==> config.mk <==
export PLATFORM = sky130hd
export DESIGN_NAME = button_multi_click_hold_detector
export DESIGN_NICKNAME = d
export VERILOG_FILES = /design/src/sv/bmchd_pkg.sv /design/src/sv/button_multi_click_hold_detector.sv
export SDC_FILE = /design/constraint.sdc
export NUM_CORES = 1
export LEC_CHECK = 0
export BUFFER_PORTS_ARGS = -buffer_cell sky130_fd_sc_hd__buf_2
export CAP_MARGIN = 25
export CORE_MARGIN = 1
export CORE_UTILIZATION = 65
export DETAILED_ROUTE_END_ITERATION = 7
export GPL_ROUTABILITY_DRIVEN = 0
export PLACE_DENSITY = 0.85
export SYNTH_ARGS = -nofsm -noshare
export SYNTH_HDL_FRONTEND = slang
export SYNTH_SLANG_ARGS = --single-unit
==> constraint.sdc <==
create_clock -name clk -period 12.45 [get_ports clk]
set_input_delay 1.8675 -clock clk [delete_from_list [all_inputs] [get_ports clk]]
set_output_delay 1.8675 -clock clk [all_outputs]
set_load 0.1 [all_outputs]
==> src/sv/bmchd_pkg.sv <==
// bmchd_pkg: shared widths, timer constants, phase encoding and register
// indexes for the button multi-click / hold detector. No dependencies.

package bmchd_pkg;

	// Width of the elapsed-time counter (range 8 to 32).
	localparam int TIMER_BITS = 16;
	// Width of millisecond fields and threshold registers.
	localparam int MS_BITS    = 16;
	// Compare width covers both the timer and a threshold.
	localparam int CMP_BITS   = (TIMER_BITS > MS_BITS) ? TIMER_BITS : MS_BITS;
	// One spare bit holds the carry of timer + elapsed.
	localparam int SUM_BITS   = CMP_BITS + 1;
	localparam int COUNT_BITS = 4;
	localparam int CFG_IDX_BITS  = 3;
	localparam int CFG_DATA_BITS = 16;

	localparam logic [SUM_BITS-1:0] TIMER_MAX =
		{{(SUM_BITS - TIMER_BITS){1'b0}}, {TIMER_BITS{1'b1}}};

	typedef enum logic [2:0] {
		PH_AWAIT_PRESS   = 3'd0,
		PH_DEB_PRESS     = 3'd1,
		PH_AWAIT_RELEASE = 3'd2,
		PH_DEB_RELEASE   = 3'd3,
		PH_AWAIT_MULTI   = 3'd4
	} phase_t;

	// Configuration register indexes.
	localparam logic [CFG_IDX_BITS-1:0] CFG_ACTIVE_LEVEL  = 3'd0;
	localparam logic [CFG_IDX_BITS-1:0] CFG_PRESS_DEB     = 3'd1;
	localparam logic [CFG_IDX_BITS-1:0] CFG_RELEASE_DEB   = 3'd2;
	localparam logic [CFG_IDX_BITS-1:0] CFG_HOLD          = 3'd3;
	localparam logic [CFG_IDX_BITS-1:0] CFG_CLICK_GAP     = 3'd4;
	localparam logic [CFG_IDX_BITS-1:0] CFG_CLICK_LIMIT   = 3'd5;

	// Register reset values.
	localparam logic [MS_BITS-1:0]    RST_PRESS_DEB   = 16'd50;
	localparam logic [MS_BITS-1:0]    RST_RELEASE_DEB = 16'd50;
	localparam logic [MS_BITS-1:0]    RST_HOLD        = 16'd1000;
	localparam logic [MS_BITS-1:0]    RST_CLICK_GAP   = 16'd300;
	localparam logic [COUNT_BITS-1:0] RST_CLICK_LIMIT = 4'd5;

endpackage

==> src/sv/button_multi_click_hold_detector.sv <==
// button_multi_click_hold_detector: debounced push-button event detector
// (multi-click count and repeating long hold). Depends on bmchd_pkg.
//
// Each input beat is one update tick: the sampled pin level and the
// milliseconds since the previous tick. The block takes one tick per clock
// cycle while no result sits stalled at the output. A tick is captured into
// the input register, and once the output slot can advance a single pass of
// logic (one saturating add, a few 16-bit compares and the five-phase state
// machine) updates the state and, when an event finishes, loads the output
// register, which drives out_valid, click_count and held. Per tick at most
// one result beat comes out: held=1 with click_count=0 for a hold (repeating
// every hold_ms while pressed), or held=0 with the click count once the
// click gap expires. A release after a hold gives nothing. The output
// register and the input register form two slots, so a new tick is still
// taken while a result waits under out_stall; in_stall rises only when both
// slots are full. All time tests are strict greater-than against a timer
// that saturates at its maximum. Configuration writes (cfg_wr_en, cfg_index,
// cfg_wdata) take effect at once and belong to idle periods; indexes past
// the last register are ignored.

module button_multi_click_hold_detector (
	input  logic                                clk,
	input  logic                                arst_n,
	// configuration write port
	input  logic                                cfg_wr_en,
	input  logic [bmchd_pkg::CFG_IDX_BITS-1:0]  cfg_index,
	input  logic [bmchd_pkg::CFG_DATA_BITS-1:0] cfg_wdata,
	// tick input channel
	input  logic                                in_valid,
	output logic                                in_stall,
	input  logic                                pin_level,
	input  logic [bmchd_pkg::MS_BITS-1:0]       elapsed_ms,
	// event output channel
	output logic                                out_valid,
	input  logic                                out_stall,
	output logic [bmchd_pkg::COUNT_BITS-1:0]    click_count,
	output logic                                held
);
	import bmchd_pkg::*;

	// configuration registers
	logic                  active_level_q;
	logic [MS_BITS-1:0]    press_deb_q;
	logic [MS_BITS-1:0]    release_deb_q;
	logic [MS_BITS-1:0]    hold_q;
	logic [MS_BITS-1:0]    click_gap_q;
	logic [COUNT_BITS-1:0] click_limit_q;

	// input register
	logic               valid_s1;
	logic               pin_s1;
	logic [MS_BITS-1:0] elapsed_s1;

	// detector state
	phase_t                phase_q, phase_d;
	logic [TIMER_BITS-1:0] timer_q, timer_d;
	logic [COUNT_BITS-1:0] clicks_q, clicks_d;
	logic                  hold_seen_q, hold_seen_d;

	// output register
	logic                  out_valid_q;
	logic [COUNT_BITS-1:0] click_count_q;
	logic                  held_q;

	// datapath
	logic                  advance;
	logic                  step;
	logic                  pressed;
	logic [SUM_BITS-1:0]   sum;
	logic [SUM_BITS-1:0]   sum_sat;
	logic [CMP_BITS-1:0]   t_cmp;
	logic [COUNT_BITS-1:0] limit_eff;
	logic [COUNT_BITS:0]   clicks_inc;
	logic [COUNT_BITS-1:0] clicks_next;
	logic                  res_valid;
	logic [COUNT_BITS-1:0] res_count;
	logic                  res_held;

	// Output slot can take a new value unless a result sits stalled in it.
	assign advance  = !out_valid_q || !out_stall;
	assign step     = valid_s1 && advance;
	assign in_stall = valid_s1 && !advance;

	assign out_valid   = out_valid_q;
	assign click_count = click_count_q;
	assign held        = held_q;

	// ---------------- configuration ----------------
	always_ff @(posedge clk or negedge arst_n) begin
		if (!arst_n) begin
			active_level_q <= 1'b0;
			press_deb_q    <= RST_PRESS_DEB;
			release_deb_q  <= RST_RELEASE_DEB;
			hold_q         <= RST_HOLD;
			click_gap_q    <= RST_CLICK_GAP;
			click_limit_q  <= RST_CLICK_LIMIT;
		end else if (cfg_wr_en) begin
			case (cfg_index)
				CFG_ACTIVE_LEVEL: active_level_q <= cfg_wdata[0];
				CFG_PRESS_DEB:    press_deb_q    <= cfg_wdata[MS_BITS-1:0];
				CFG_RELEASE_DEB:  release_deb_q  <= cfg_wdata[MS_BITS-1:0];
				CFG_HOLD:         hold_q         <= cfg_wdata[MS_BITS-1:0];
				CFG_CLICK_GAP:    click_gap_q    <= cfg_wdata[MS_BITS-1:0];
				CFG_CLICK_LIMIT:  click_limit_q  <= cfg_wdata[COUNT_BITS-1:0];
				default: ;
			endcase
		end
	end

	// ---------------- input register ----------------
	always_ff @(posedge clk or negedge arst_n) begin
		if (!arst_n) begin
			valid_s1 <= 1'b0;
		end else if (!in_stall) begin
			valid_s1 <= in_valid;
		end
	end

	always_ff @(posedge clk) begin
		if (in_valid && !in_stall) begin
			pin_s1     <= pin_level;
			elapsed_s1 <= elapsed_ms;
		end
	end

	// ---------------- timer and click arithmetic ----------------
	assign pressed = (pin_s1 == active_level_q);
	assign sum     = SUM_BITS'(timer_q) + SUM_BITS'(elapsed_s1);
	assign sum_sat = (sum > TIMER_MAX) ? TIMER_MAX : sum;
	assign t_cmp   = sum_sat[CMP_BITS-1:0];

	// A zero limit counts as one.
	assign limit_eff   = (click_limit_q == '0) ? COUNT_BITS'(1) : click_limit_q;
	assign clicks_inc  = {1'b0, clicks_q} + (COUNT_BITS+1)'(1);
	assign clicks_next = (clicks_inc > {1'b0, limit_eff}) ? limit_eff
	                                                      : clicks_inc[COUNT_BITS-1:0];

	// ---------------- phase machine ----------------
	always_ff @(posedge clk or negedge arst_n) begin
		if (!arst_n) begin
			phase_q     <= PH_AWAIT_PRESS;
			timer_q     <= '0;
			clicks_q    <= '0;
			hold_seen_q <= 1'b0;
		end else if (step) begin
			phase_q     <= phase_d;
			timer_q     <= timer_d;
			clicks_q    <= clicks_d;
			hold_seen_q <= hold_seen_d;
		end
	end

	always_comb begin
		phase_d     = phase_q;
		timer_d     = sum_sat[TIMER_BITS-1:0];
		clicks_d    = clicks_q;
		hold_seen_d = hold_seen_q;
		res_valid   = 1'b0;
		res_count   = '0;
		res_held    = 1'b0;
		case (phase_q)
			PH_DEB_PRESS: begin
				if (t_cmp > CMP_BITS'(press_deb_q)) begin
					phase_d = PH_AWAIT_RELEASE;
					timer_d = '0;
				end
			end
			PH_AWAIT_RELEASE: begin
				if (!pressed) begin
					phase_d = PH_DEB_RELEASE;
					timer_d = '0;
				end else if (t_cmp > CMP_BITS'(hold_q)) begin
					// hold event, repeats while still pressed
					hold_seen_d = 1'b1;
					timer_d     = '0;
					res_valid   = 1'b1;
					res_held    = 1'b1;
				end
			end
			PH_DEB_RELEASE: begin
				if (t_cmp > CMP_BITS'(release_deb_q)) begin
					if (hold_seen_q) begin
						// release after hold: timer keeps running
						phase_d = PH_AWAIT_PRESS;
					end else begin
						clicks_d = clicks_next;
						phase_d  = PH_AWAIT_MULTI;
						timer_d  = '0;
					end
				end
			end
			PH_AWAIT_MULTI: begin
				if (pressed) begin
					phase_d = PH_DEB_PRESS;
					timer_d = '0;
				end else if (t_cmp > CMP_BITS'(click_gap_q)) begin
					phase_d   = PH_AWAIT_PRESS;
					res_valid = 1'b1;
					res_count = clicks_q;
				end
			end
			default: begin
				// await press, and any unused code
				clicks_d    = '0;
				hold_seen_d = 1'b0;
				phase_d     = PH_AWAIT_PRESS;
				if (pressed) begin
					phase_d = PH_DEB_PRESS;
					timer_d = '0;
				end
			end
		endcase
	end

	// ---------------- output register ----------------
	always_ff @(posedge clk or negedge arst_n) begin
		if (!arst_n) begin
			out_valid_q <= 1'b0;
		end else if (advance) begin
			out_valid_q <= step && res_valid;
		end
	end

	always_ff @(posedge clk) begin
		if (step && res_valid) begin
			click_count_q <= res_count;
			held_q        <= res_held;
		end
	end

	// ---------------- assertions ----------------
	a_hold_zero_count: assert property (@(posedge clk) disable iff (!arst_n)
		out_valid && held |-> click_count == '0)
		else $error("hold event with nonzero click count");

	a_click_nonzero: assert property (@(posedge clk) disable iff (!arst_n)
		out_valid && !held |-> click_count != '0)
		else $error("click sequence reported with zero clicks");

	a_stall_full: assert property (@(posedge clk) disable iff (!arst_n)
		in_stall |-> valid_s1 && out_valid && out_stall)
		else $error("input stalled while a slot is free");

endmodule
After elaboration in Yosys (flattened, before gate mapping)
Cells that the tools add are included.
{ "word_totals": {"elab_cells": 97, "regBits": 117, "out_inout_bits": 7, "latch_bits": 0, "memories": 0, "mem_bits_rw": 0, "romBits": 0} }
{ "classes": {"div": 0, "bitwise_logic": 4, "mux": 29, "n_mul": 0, "n_reduce_logical": 23, "order_cmp": 6, "eq_ne": 17, "add_sub_neg": 2, "n_shift": 0} }
{ "ops": {"columns": ["op", "count"], "rows": [
  ["$mux 16", 7],
  ["$gt 16x16->1", 4],
  ["$pmux 16 s3", 1],
  ["$mux 3", 6],
  ["$add 16x16->17", 1],
  ["$gt 17x16->1 const B", 1],
  ["$mux 4", 4],
  ["$eq 3x2->1 const B", 4],
  ["$ne 2x2->1 const B", 6],
  ["$pmux 3 s4", 1],
  ["$reduce_and 2->1", 6],
  ["$eq 3x3->1 const B", 3],
  ["$reduce_or 3->1", 3],
  ["$pmux 4 s2", 1],
  ["$reduce_and 4->1", 2],
  ["$mux 1", 7],
  ["$eq 3x1->1 const B", 2],
  ["$add 4x1->5 const B", 1],
  ["$gt 5x4->1", 1],
  ["$reduce_and 5->1", 1],
  ["$logic_and 1x1->1", 4],
  ["$logic_not 1->1", 4],
  ["$logic_not 4->1", 1],
  ["$not 1->1", 4],
  ["5 further kinds", 6]
]} }

Logic depth before layout (Yosys ltp)
{ "depth": {"word_depth": 8, "ltp_mapped": 22, "ltp_nobuf": 21} }

Worst setup path after synthesis
No wires, ideal clock.
{ "synth_timing": {"kind": "register -> register", "start": "register elapsed_s1[5]", "end": "register click_count_q[0] (netlist: click_count[0]) (enable)", "arrival_time_ns": 4.108, "slack_ns": 7.961, "path_stages_with_launch": 18, "synth_period_minus_slack_ns": 4.489, "path_cell_list": "edfxtp_1 > ha_1 > a21o_1 > or3_4 > o21ai_4 > o21ai_1 > a211oi_2 > buf_4 > o21ai_0 > ha_1 > nand2_1 > nor3_1 > nand2_1 > o211ai_1 > o211ai_1 > nand2_1 > a21oi_1 > nor4_1"} }
{ "synth_via": {"elab_chain_len": 8} }
{ "synth_lines": {"columns": ["element", "line_no", "source"], "rows": [
  ["from (decl)", "button_multi_click_hold_detector.sv:52", "logic [MS_BITS-1:0] elapsed_s1;"],
  ["from (signal assigned)", "button_multi_click_hold_detector.sv:122", "elapsed_s1 <= elapsed_ms;"],
  ["$add 16x16->17 *", "button_multi_click_hold_detector.sv:128", "assign sum = SUM_BITS'(timer_q) + SUM_BITS'(elapsed_s1);"],
  ["$gt 17x16->1", "button_multi_click_hold_detector.sv:129", "assign sum_sat = (sum > TIMER_MAX) ? TIMER_MAX : sum;"],
  ["$mux 16 *", "button_multi_click_hold_detector.sv:129", null],
  ["$gt 16x16->1 (on tied branches)", "button_multi_click_hold_detector.sv:196, button_multi_click_hold_detector.sv:172", null],
  ["$mux 1 (on tied branches)", "button_multi_click_hold_detector.sv:196, button_multi_click_hold_detector.sv:172", null],
  ["$mux 1 (on tied branches)", "button_multi_click_hold_detector.sv:193, button_multi_click_hold_detector.sv:169", null],
  ["$pmux 1 s2 *", "button_multi_click_hold_detector.sv:161", "case (phase_q)"],
  ["$logic_and 1x1->1 *", "button_multi_click_hold_detector.sv:225", "if (step && res_valid) begin"],
  ["to (signal assigned)", "button_multi_click_hold_detector.sv:226", "click_count_q <= res_count;"],
  ["to (decl)", "button_multi_click_hold_detector.sv:62", "logic [COUNT_BITS-1:0] click_count_q;"]
]} }
Mark *: on every way between the ends. The rest lies on a longest branch, timed or not.
A chain may end at the register's enable or synchronous reset.

Worst setup path in the final report
{ "layout_timing": {"start": "register elapsed_s1[5]", "end": "register click_count_q[1] (netlist: click_count[1]) (enable)"} }
Same word-level chain as after synthesis.

==> impl_metrics.ini <==
[timing]
slew_violations = 0
fin_setup_tns_ns = 0
hold_viol = 0
worst_slack_ns = 6.66
skew_ns = 0.00806
timing_worst_slew_pin_value_ns = 0.983
fmax_mhz = 173
finalSetupViolCount = 0
worst_slew_margin_rel_pct = 34.3
final_min_period_over_clock_period_pct = 46.5
rsz0062_at_grt = no
final_period_minus_worst_setup_slack_ns = 5.79

[place]
place.detailed.instances = 877
detailedPlacementHpwl_mm = 11.4
placement.io_buffers = 47
placed_area_um2 = 7380
place_ws_ns = 6.80

[setup_path]
crit_path_start_kind = flop
cp_data_arrival_time_ns = 5.94
crit_path_top_delay_cell = nor4_1
critical_path.n_buffers_inverters = 0
setup.worst_path.class = flop to flop
slowest_delay_ns = 0.83
worstPathRequired_ns = 12.60
cp_top_family = compound AO/OA/AOI/OAI gates
crit_fanout = 15
critPathMostFrequentCell = ha_1
worst_setup_path_end_kind = flop
timing.critical_path.cells = ha_1, a21o_1, or3_4, o21ai_4, o21ai_1, a211oi_2, o21ai_0, ha_1, nand4_1, nor2_1, nand3_1, o32ai_2, and2_1, a21oi_1, nor4_1

[drt]
drtAntennaViolNets = 0
route.detailed.wl_per_inst_um = 17.9
drt_iter0_drc = 423
remaining_drc_errors = 0
totalWireLength_mm = 16.2
detail_route.vias_per_cell = 6.15
num_vias = 5596
drt_pre_antenna_iters = 5

[clock_network]
tritoncts = done
clock_input_transition_at_the_sequential_cells_of_the_worst_setup_and_hold_paths_ns = 0.06
cts_setup_buffers = 0
worst_skew_pair.late_latency_ns = 0.53
cts_root_buffer = clkbuf_8
post_cts.resized_instances = 0
cts_inserted_buffers = 17
cts_num_sinks = 117
ctsHtreeMaxLevel = 4
cts_hold_buffers = 0
cts-root-to-sink-buffers = 2

[pwr]
peakVddDrop_uv = 196
netSwitchingFraction_pct = 40.5
p_switching_w = 0.000871
total_power_w = 0.00215
intPower_w = 0.00128
power.sequential.fraction_pct = 25.5
leakage_nw = 3.80
clkPwrFrac_pct = 24.5
power_frac_comb_pct = 50.1
power_per_cell_area_nw_per_um2 = 267

[layout]
finalInstanceArea_um2 = 8040
nets = 884
final_cells = 910
multi_input_comb_area_um2 = 3610
layout_commonest_cell = nand2_1
drive_above_1_share_pct = 18.2
synth_to_final_area_change_pct = 14.4
register_area_um2 = 3060
layout.cells.most_common_list = nand2_1, ha_1, dfrtp_1, inv_1, o21ai_0
fillCellCount = 687
antenna_cells = 0

[synth]
syn-instance-count = 709
netlist_area_um2 = 7030
yosys_register_bits = 117
syn_nets = 832
postSynth.asyncResetShare_pct = 81.2
synth_top_flop_cell = dfrtp_1
postSynthAreaPerCell_um2 = 9.92
synth-edff-count = 22
ys_seq_area_share_pct = 43.5
yosysWarningCount = 0
synth_cell_types = 67

[global_route]
grt_first_pass_wirelength_mm = 27.0
pin_count_of_the_biggest_net_entering_global_routing = 57
grt_antenna_before_repair = 0
grt_pass1_vias = 5624
grt-ovfl-total = 0
grt_use_total_pct = 31.2

[run_status]
status = complete, no violations

[floorplanning]
initial_core_util_pct = 67.5
design.core.area_um2 = 10400
fp.dieH_um = 106
top_level_ports = 48
die_area_um2 = 11200
number_of_rows_created_at_floorplan = 37
horiz_die_dim_um = 106

[run]
max-cap-violations = 0

[hold_path]
hp-class = flop to flop
-- sequential cells by signal, summed over array words and instances (netlist names), 16 cells and up --
name and cells:
click_gap_q 16, elapsed_s1 16, hold_q 16, press_deb_q 16, release_deb_q 16, timer_q 16
-- path summary, 6_finish.rpt --
path	depth (start not counted)	slack, ns	end	from
hold reg to reg	1	0.51	timer_q[2]$_DFFE_PN0P_	timer_q[2]$_DFFE_PN0P_
max in group asynchronous	2	10.06	release_deb_q[9]$_DFFE_PN0P_	arst_n
setup reg to reg	15	6.66	click_count[1]$_SDFFCE_PP0P_	elapsed_s1[5]$_DFFE_PP_
hold / removal	1	0.51	timer_q[2]$_DFFE_PN0P_	timer_q[2]$_DFFE_PN0P_
min in group asynchronous	1	1.30	timer_q[7]$_DFFE_PN0P_	arst_n
setup / recovery	15	6.66	click_count[1]$_SDFFCE_PP0P_	elapsed_s1[5]$_DFFE_PP_
-- power groups by stage --
stage	combinational (W)	clock, W	sequential (W)
2_1_floorplan	0.000784	0	0.000537
3_3_place_gp	0.000978	0	0.000544
3_5_place_dp	0.00103	0	0.000549
4_1_cts	0.00105	0.000530	0.000544
5_1_grt	0.00120	0.000548	0.000556
6_report	0.00108	0.000525	0.000547
-- through the flow --
stage          util, %  hold WS (ns)
2_1_floorplan        -         0.470
3_3_place_gp      70.8         0.489
3_5_place_dp      70.8         0.496
4_1_cts           77.1         0.510
5_1_grt           77.2         0.519
6_report          77.2         0.507
-- synth_stat cells, drive strengths merged, types with 9 or more instances --
cell	n	share of area [%]
nor3	10	0.71
nor2	32	1.7
nand2	87	4.6
nand2b	11	0.98
o21ai	68	5.0
a21oi	32	2.5
mux2	26	4.2
nand3	18	1.3
a21o	21	2.2
dfrtp	77	27
a22o	15	1.9
dfstp	18	6.7
inv	71	3.8
nand4	9	0.80
edfxtp	22	9.4
ha	81	14
clkbuf	12	0.64
-- layout make-up --
cell class,instances,share of cell area [%]
inverters,71,3.31
flip-flops and latches,117,38.1
clock buffers,25,6.69
clock inverters,7,1.37
well taps,136,2.12
repair buffers,52,3.52
multi-input cells,502,44.9
-- cells by family after synthesis --
logic type	synth area share, %
XOR/XNOR	1.87
adder cells (fa/ha/maj)	14.7
flip-flops	43.5
AO/OA/AOI/OAI	17.3
multiplexers	4.59
AND/OR/NAND/NOR	12.8
buffers and inverters	5.14
-- per-layer routing --
layer | wire, um | GRT usage [%] | share of wire (%)
met1 | 6980 | 41.2 | 43
met2 | 7890 | 50.7 | 49
met3 | 1100 | 7.05 | 6.8
met4 | 270 | 10.7 | 1.7
met5 | 0 | 0 | 0
Note: power is estimated with default switching activity, not from simulation.
